### src/sv/smp_pkg.sv
// Shared constants and types for the substring match block.
package smp_pkg;

    localparam int MAX_PATTERN = 16;
    localparam int POS_BITS    = 16;
    localparam int BYTE_W      = 8;
    localparam int LEN_W       = 5;
    localparam int CFG_W       = 64;
    localparam int FIELD_W     = 16;
    localparam int IDX_W       = (MAX_PATTERN > 1) ? $clog2(MAX_PATTERN) : 1;
    localparam int WIN_DEPTH   = MAX_PATTERN - 1;
    localparam int CALC_W      = ((IDX_W > LEN_W) ? IDX_W : LEN_W) + 2;
    localparam int CFG_IDX_W   = 2;

    typedef logic [BYTE_W-1:0]                  byte_t;
    typedef logic [MAX_PATTERN-1:0][BYTE_W-1:0] pat_t;
    typedef logic [LEN_W-1:0]                   len_t;
    typedef logic [POS_BITS-1:0]                pos_t;
    typedef logic [FIELD_W-1:0]                 field_t;

    // Register indexes on the configuration port
    typedef enum logic [CFG_IDX_W-1:0] {
        CFG_PAT_LOW  = 2'd0,
        CFG_PAT_HIGH = 2'd1,
        CFG_PAT_LEN  = 2'd2
    } cfg_idx_t;

    // Pattern as seen by the cells
    typedef struct packed {
        pat_t pattern;
        len_t length;
    } pat_cfg_t;

endpackage

### src/sv/smp_cell.sv
// One window cell: holds a past text byte and checks it against its pattern byte.
module smp_cell (
    input  logic                 aclk,
    input  logic                 aresetn,
    input  logic                 shift_en,
    input  logic                 clear,
    input  smp_pkg::byte_t       byte_in,
    input  logic [smp_pkg::IDX_W-1:0] cell_idx,
    input  smp_pkg::pat_cfg_t    pat_cfg,
    input  logic                 match_in,
    output smp_pkg::byte_t       byte_out,
    output logic                 match_out
);
    import smp_pkg::*;

    byte_t             byte_reg;
    logic [CALC_W-1:0] sel;
    logic              in_use;
    byte_t             pat_byte;

    // Cell j holds the byte j+1 places back; it meets pattern byte len-2-j.
    always_comb begin
        sel      = CALC_W'(pat_cfg.length) - CALC_W'(cell_idx) - CALC_W'(2);
        in_use   = (CALC_W'(cell_idx) + CALC_W'(2)) <= CALC_W'(pat_cfg.length);
        pat_byte = pat_cfg.pattern[sel[IDX_W-1:0]];
    end

    assign match_out = match_in & (!in_use || (pat_byte == byte_reg));
    assign byte_out  = byte_reg;

    always_ff @(posedge aclk) begin
        if (!aresetn) begin
            byte_reg <= '0;
        end else if (clear) begin
            byte_reg <= '0;
        end else if (shift_en) begin
            byte_reg <= byte_in;
        end
    end

endmodule

### src/sv/substring_match_positions.sv
// Top level: streaming matcher built from a chain of window cells.
//
// Text words arrive on the s_ channel (s_text_byte, s_last_byte) under
// valid/ready. Every accepted word gives exactly one result word on the
// m_ channel: match_found, the 1-based start and end positions of an
// occurrence ending at this byte, the running match count and text_done.
// The pattern (up to 16 bytes) and its length are set through the write
// port cfg_wr_en / cfg_index / cfg_data, by the user only while no text
// is in flight; the block does not enforce this. The result is registered
// and shows in the cycle after its word is accepted. Throughput: one word
// per cycle; all window cells compare in parallel in the accept cycle and
// shift the window by one byte. The receiver may stall: s_ready follows
// the output register, which frees as its word is taken, so a word is
// still taken in the same cycle that the pending result leaves. A held
// result stays stable. Reset clears the pattern, the length (no matches),
// the window, the position and the count. A word with last set closes the
// text and clears position, window and count for the next one.
module substring_match_positions (
    input  logic                          aclk,
    input  logic                          aresetn,
    input  logic                          cfg_wr_en,
    input  logic [smp_pkg::CFG_IDX_W-1:0] cfg_index,
    input  logic [smp_pkg::CFG_W-1:0]     cfg_data,
    input  logic                          s_valid,
    output logic                          s_ready,
    input  logic [7:0]                    s_text_byte,
    input  logic                          s_last_byte,
    output logic                          m_valid,
    input  logic                          m_ready,
    output logic                          m_match_found,
    output logic [15:0]                   m_start_pos,
    output logic [15:0]                   m_end_pos,
    output logic [15:0]                   m_match_count,
    output logic                          m_text_done
);
    import smp_pkg::*;

    localparam int PAT_W = MAX_PATTERN * BYTE_W;
    localparam pos_t   POS_MAX   = {POS_BITS{1'b1}};
    localparam field_t COUNT_MAX = {FIELD_W{1'b1}};

    logic [CFG_W-1:0] pat_low_reg;
    logic [CFG_W-1:0] pat_high_reg;
    len_t             pat_len_reg;
    pat_cfg_t         pat_cfg;

    pos_t   pos_reg, pos_next;
    field_t count_reg, count_next;
    pos_t   pos_now;
    pos_t   start_now;
    logic   len_ok;
    logic   hit;
    logic   accept;

    byte_t  win [0:WIN_DEPTH];
    logic   chain [0:WIN_DEPTH];

    logic   m_valid_reg;
    logic   match_reg;
    field_t start_reg;
    field_t end_reg;
    field_t count_out_reg;
    logic   done_reg;

    // configuration registers
    always_ff @(posedge aclk) begin
        if (!aresetn) begin
            pat_low_reg  <= '0;
            pat_high_reg <= '0;
            pat_len_reg  <= '0;
        end else if (cfg_wr_en) begin
            unique case (cfg_index)
                CFG_PAT_LOW:  pat_low_reg  <= cfg_data;
                CFG_PAT_HIGH: pat_high_reg <= cfg_data;
                CFG_PAT_LEN:  pat_len_reg  <= cfg_data[LEN_W-1:0];
                default: ;
            endcase
        end
    end

    assign pat_cfg.pattern = pat_t'(PAT_W'({pat_high_reg, pat_low_reg}));
    assign pat_cfg.length  = pat_len_reg;

    assign s_ready = !m_valid_reg || m_ready;
    assign accept  = s_valid && s_ready;

    // newest byte enters the chain; the last pattern byte is checked here
    assign win[0]   = s_text_byte;
    assign chain[0] = (pat_len_reg != '0) &&
                      (pat_cfg.pattern[IDX_W'(pat_len_reg - len_t'(1))] == s_text_byte);

    genvar g;
    generate
        for (g = 0; g < WIN_DEPTH; g++) begin : g_cell
            smp_cell u_cell (
                .aclk      (aclk),
                .aresetn   (aresetn),
                .shift_en  (accept),
                .clear     (accept && s_last_byte),
                .byte_in   (win[g]),
                .cell_idx  (IDX_W'(g)),
                .pat_cfg   (pat_cfg),
                .match_in  (chain[g]),
                .byte_out  (win[g+1]),
                .match_out (chain[g+1])
            );
        end
    endgenerate

    always_comb begin
        pos_now   = (pos_reg == POS_MAX) ? pos_reg : pos_reg + pos_t'(1);
        len_ok    = (32'(pat_len_reg) >= 32'd1) && (32'(pat_len_reg) <= MAX_PATTERN);
        hit       = len_ok && (32'(pos_now) >= 32'(pat_len_reg)) && chain[WIN_DEPTH];
        start_now = pos_now - pos_t'(pat_len_reg) + pos_t'(1);
        count_next = count_reg;
        if (hit && (count_reg != COUNT_MAX)) begin
            count_next = count_reg + field_t'(1);
        end
        pos_next = pos_now;
    end

    always_ff @(posedge aclk) begin
        if (!aresetn) begin
            pos_reg   <= '0;
            count_reg <= '0;
        end else if (accept) begin
            if (s_last_byte) begin
                pos_reg   <= '0;
                count_reg <= '0;
            end else begin
                pos_reg   <= pos_next;
                count_reg <= count_next;
            end
        end
    end

    // output word register
    always_ff @(posedge aclk) begin
        if (!aresetn) begin
            m_valid_reg <= 1'b0;
        end else if (accept) begin
            m_valid_reg <= 1'b1;
        end else if (m_ready) begin
            m_valid_reg <= 1'b0;
        end
    end

    always_ff @(posedge aclk) begin
        if (accept) begin
            match_reg     <= hit;
            start_reg     <= hit ? field_t'(start_now) : '0;
            end_reg       <= hit ? field_t'(pos_now) : '0;
            count_out_reg <= count_next;
            done_reg      <= s_last_byte;
        end
    end

    assign m_valid       = m_valid_reg;
    assign m_match_found = match_reg;
    assign m_start_pos   = start_reg;
    assign m_end_pos     = end_reg;
    assign m_match_count = count_out_reg;
    assign m_text_done   = done_reg;

endmodule
### config.mk
export PLATFORM = sky130hd
export DESIGN_NAME = substring_match_positions
export DESIGN_NICKNAME = d
export VERILOG_FILES = /design/src/sv/smp_pkg.sv /design/src/sv/smp_cell.sv /design/src/sv/substring_match_positions.sv
export SDC_FILE = /design/constraint.sdc
export NUM_CORES = 1
export LEC_CHECK = 0
export ABC_AREA = 1
export ABC_CLOCK_PERIOD_IN_PS = 8800
export BUFFER_PORTS_ARGS = -buffer_cell sky130_fd_sc_hd__buf_2
export CAP_MARGIN = 5
export CORE_MARGIN = 5
export CORE_UTILIZATION = 51
export CTS_CLUSTER_DIAMETER = 80
export DETAILED_ROUTE_END_ITERATION = 10
export PLACE_DENSITY = 0.66
export REMOVE_ABC_BUFFERS = 1
export SLEW_MARGIN = 20
export SYNTH_ARGS = -nofsm -noshare
export SYNTH_HDL_FRONTEND = slang
export SYNTH_SLANG_ARGS = --single-unit
### constraint.sdc
create_clock -name aclk -period 8.8 [get_ports aclk]
set_input_delay 0.88 -clock aclk [delete_from_list [all_inputs] [get_ports aclk]]
set_output_delay 0.88 -clock aclk [all_outputs]
set_load 0.02 [all_outputs]
==> results.md <==
Run status:
- The run finished with clean final reports.

Critical path:
- The required time of the critical path is between 9000 and 10,000 ps.
- STA classifies the critical path startpoint as a flip-flop.
- The arrival time reported for the critical path endpoint is about 6700 ps.
- The nature of the critical path endpoint is a flip-flop.
- The worst register-to-register path has a setup slack of ~2600 ps.
- The peak fanout along the critical path is 45.
- The critical path is of the reg2reg type.

Power and ir drop:
- Overall power consumption after layout is estimated at 4.42 mW.
- The maximum ir drop on the vdd rail is 0.137 mV.
- Dividing total power by cell area gives a power density of ~180 nW/um^2.
- Summed over all cells, the static leakage comes to 10.3 nW.

Timing:
- The highest attainable clock frequency is around 0.16 GHz.
- Counting I/O delays and the setup requirement, the final critical path takes between 6000 and 7000 ps.
- The worst slack on hold paths is 486 ps.
- The actual slew at the worst max-slew pin is roughly 1200 ps.
- The worst pin sits at a relative slew slack of a little over a fifth.
- The final max-slew violation count was 0.
- Dividing the final minimum period by the clock period gives between 70% and 80%.
- The final count of hold timing violations is 0.
- Setup violations remaining at the end of the flow were counted as 0.
- For the final database, setup skew stands at around 12 ps.
- Setup repair after global routing left no endpoint under its margin.
- The final total negative setup slack is 0 ps.

Place:
- The cell area after placement is around 23,000 um^2.
- The HPWL after detailed placement is ~58 mm.
- At the end of routability-driven placement, the weighted congestion stood at about 1.0.
- The post-placement cell count is 4,165.
- The number of buffers inserted by port buffering is 131.

Cells and area:
- The library cell used most frequently in the layout, excluding fill and tap cells, is sky130_fd_sc_hd__nand2_1.
- The area growth from synthesis to layout is 9.22%.
- Leaving out fill and tap cells, the most frequent cells in the layout are 1,074 x sky130_fd_sc_hd__nand2_1, 946 x sky130_fd_sc_hd__nand3_1, 351 x sky130_fd_sc_hd__nor2_1, 283 x sky130_fd_sc_hd__dfxtp_1, 180 x sky130_fd_sc_hd__a21oi_1.
- The combined flip-flop and latch cell area is ~7200 um^2.
- Once layout is complete, the cells apart from fillers number 4,239.
- The repair_antennas step left the layout with diodes totalling 0.
- The register with the most flip-flops in the layout has 120 of them.
- The final layout contains 3,752 nets.
- In the final layout, the share of cells above drive strength 1 is 6.92%.
- After routing the design area is about 24,000 um^2.
- The area of the multi-input gates is between 10,000 and 15,000 um^2.
- The filler cell count in the final layout is ~4,300.

Clock tree:
- The number of buffers inserted during clock tree synthesis is 40.
- In this run, post-CTS hold repair placed 0 buffers.
- The tree built by TritonCTS fans out to between 300 and 400 sinks.
- The root buffer cell chosen for the clock tree is sky130_fd_sc_hd__clkbuf_16.
- TritonCTS built the clock tree.
- For the worst-skew pair, the clock arrives at the later sink with an insertion delay of ~570 ps.
- The clock-pin slew reported for the worst setup and hold paths after clock tree synthesis is 60 ps.
- The deepest level of the CTS H-tree is 2.
- After clock tree synthesis, the setup repair step added 0 buffers.
- The longest clock path from root to sink contains 3 buffers.
- Gates resized during post-CTS repair numbered 0.

Global route:
- The number of antenna violations at the first check in global routing was 0.
- The first global-routing pass estimated roughly 120 mm of wire.
- Global routing used about a third of the available tracks across all layers.
- The overall overflow remaining after global route is 0.
- The maximum number of pins on one net before global-route repair is ~110.
- The number of global-route vias before repair is 22,200.

Logic synthesis:
- Summing every instance area after synthesis gives 22,400 um^2.
- The post-synthesis sequential element count is between 300 and 400.
- The post-synthesis cell count is roughly 3,600.
- The complex-gate fraction of the synthesized area is 7.91%.
- The fraction of synthesized area in multiplexers is 0%.
- After Yosys synthesis, and, or, nand and nor cells account for 47.9% of the synthesized area.
- The number of different library cells in the post-synthesis netlist is 43.
- The xor and xnor area share after synthesis is 1.85%.
- For this run, the number of Yosys warnings is 0.
- The sequential-to-total area share from yosys stat is 32.3%.
- By area, the combinational part of the netlist is dominated by simple AND/OR/NAND/NOR gates.
- The adder and majority cell fraction of the synthesized area is 2.81%.
- The average instance in the mapped netlist occupies approximately 6.2 um^2.

Detailed routing:
- For this block, the via count after detailed routing is between 20,000 and 30,000.
- In the routed design, unresolved DRC markers number 0.
- The count of nets left with antenna violations once routing finished came out at 0.
- The total length of routed wires is between 80 and 90 mm.
- The number of DRC markers after the initial detailed-route iteration is 2,861.
- Dividing the detail-routed via count by the number of cells gives 5.93.
- The detailed-router iteration count before antenna repair is 6.
- The post-detailed-route wirelength per cell is a little under 20 um.

Die:
- From bottom edge to top edge, the die measures ~220 um.
- The effective utilization at floorplan is between 50% and 60%.
- 132 I/O pins were placed.
- The number of placement rows is 76.
- The placeable core area is approximately 43,000 um^2.
- The horizontal die dimension is 220 um.
- The full die area is approximately 48,000 um^2.

Flow run:
- The tool flagged a number of max-cap violations equal to 0.

Min path:
- The worst hold path belongs to the class reg2reg.
## cells in the mapped netlist, drive strengths merged
| cell | instances | share of area [%] |
|---|---|---|
| nand2 | 1082 | 18 |
| nand3 | 946 | 21 |
| nor2 | 353 | 6.0 |
| dfxtp | 286 | 26 |
| inv | 187 | 3.1 |
| a21oi | 181 | 4.1 |
| o21ai | 145 | 3.3 |
| clkbuf | 112 | 1.9 |
| buf | 89 | 2.2 |
| edfxtp | 50 | 6.7 |
| ha | 47 | 2.6 |
| nand3b | 42 | 1.4 |
| xor2 | 38 | 1.8 |
| nor3 | 17 | 0.38 |
| nand4 | 16 | 0.45 |
| and2 | 6 | 0.17 |
| nor4 | 6 | 0.17 |
| o21a | 3 | 0.10 |
| fa | 2 | 0.18 |
| nor3b | 2 | 0.067 |
| o211ai | 2 | 0.067 |
| o31ai | 2 | 0.067 |
| xnor2 | 2 | 0.078 |
| a2111o | 1 | 0.050 |
| a211oi | 1 | 0.034 |
| a21boi | 1 | 0.034 |
| a21o | 1 | 0.034 |
| a22oi | 1 | 0.034 |
| a31oi | 1 | 0.028 |
| o21bai | 1 | 0.034 |
| o221ai | 1 | 0.039 |
## metal layers
metal  wire length [um]  track usage, %  up-vias  part of all wire (%)
met5                  0               0        -                     0
li1                   -               -    12100                     -
met4               4730            16.6        0                   5.8
met3               7890            4.96      255                   9.7
met2              35600            51.0     1347                    44
met1              33500            43.9    11500                    41
## worst max-delay path, stage by stage, from the launching register on
cell                      delay (ps)
sky130_fd_sc_hd__dfxtp_2         310
sky130_fd_sc_hd__buf_4           510
sky130_fd_sc_hd__inv_2           560
sky130_fd_sc_hd__ha_1            460
sky130_fd_sc_hd__buf_4           320
sky130_fd_sc_hd__inv_2           710
sky130_fd_sc_hd__nand2_1         110
sky130_fd_sc_hd__nand2_1         670
sky130_fd_sc_hd__nand3_1         150
sky130_fd_sc_hd__nand3_1         150
sky130_fd_sc_hd__nand2_1          80
sky130_fd_sc_hd__nand2_1          60
sky130_fd_sc_hd__nand2_1          50
sky130_fd_sc_hd__inv_1            70
sky130_fd_sc_hd__nand2_1          80
sky130_fd_sc_hd__nor2_1           90
sky130_fd_sc_hd__nand2_1          50
sky130_fd_sc_hd__nand2_1          60
sky130_fd_sc_hd__nand2_1          50
sky130_fd_sc_hd__nor2_1           90
sky130_fd_sc_hd__nand2_1          90
sky130_fd_sc_hd__nor2_4          550
sky130_fd_sc_hd__inv_2           380
sky130_fd_sc_hd__a21oi_1         220
sky130_fd_sc_hd__o21a_1          130
## logic make-up after synthesis
group,Yosys count
simple gates,2470
compound gates,341
flops,336
fa+ha+maj,49
buf+inv,388
xor+xnor,40
## where the power goes
part | internal (mW) | total [mW] | switching, mW
registers | 1.60 | 1.64 | 0.0405
clock network | 0.997 | 1.67 | 0.678
logic | 0.308 | 1.11 | 0.799
total | 2.91 | 4.42 | 1.52
## layout make-up
cell class,count,share of cell area (%)
Multi-Input combinational cell,2900,55.6
Inverter,187,2.91
Tap cell,585,2.99
Clock inverter,15,0.655
Timing Repair Buffer,158,3.60
Sequential cell,336,29.6
Clock buffer,58,4.70
## per-stage QoR
step	setup slack [ps]	util, %
global placement	2920	53.4
floorplan	-364	-
detailed placement	2810	53.4
CTS	2800	56.4
global route	2360	56.5
finish	2590	56.5
## worst paths after layout
path                                    start                             to  depth (start not counted)
setup / recovery  pat_len_reg[2]$_SDFFE_PN0P_  m_start_pos[14]$_SDFFCE_PN0P_                         24
hold / removal       pos_reg[11]$_SDFFE_PN0P_       pos_reg[11]$_SDFFE_PN0P_                          2
setup reg to reg  pat_len_reg[2]$_SDFFE_PN0P_  m_start_pos[14]$_SDFFCE_PN0P_                         24
hold reg to reg      pos_reg[11]$_SDFFE_PN0P_       pos_reg[11]$_SDFFE_PN0P_                          2
Note: power is estimated with default switching activity, not from simulation.
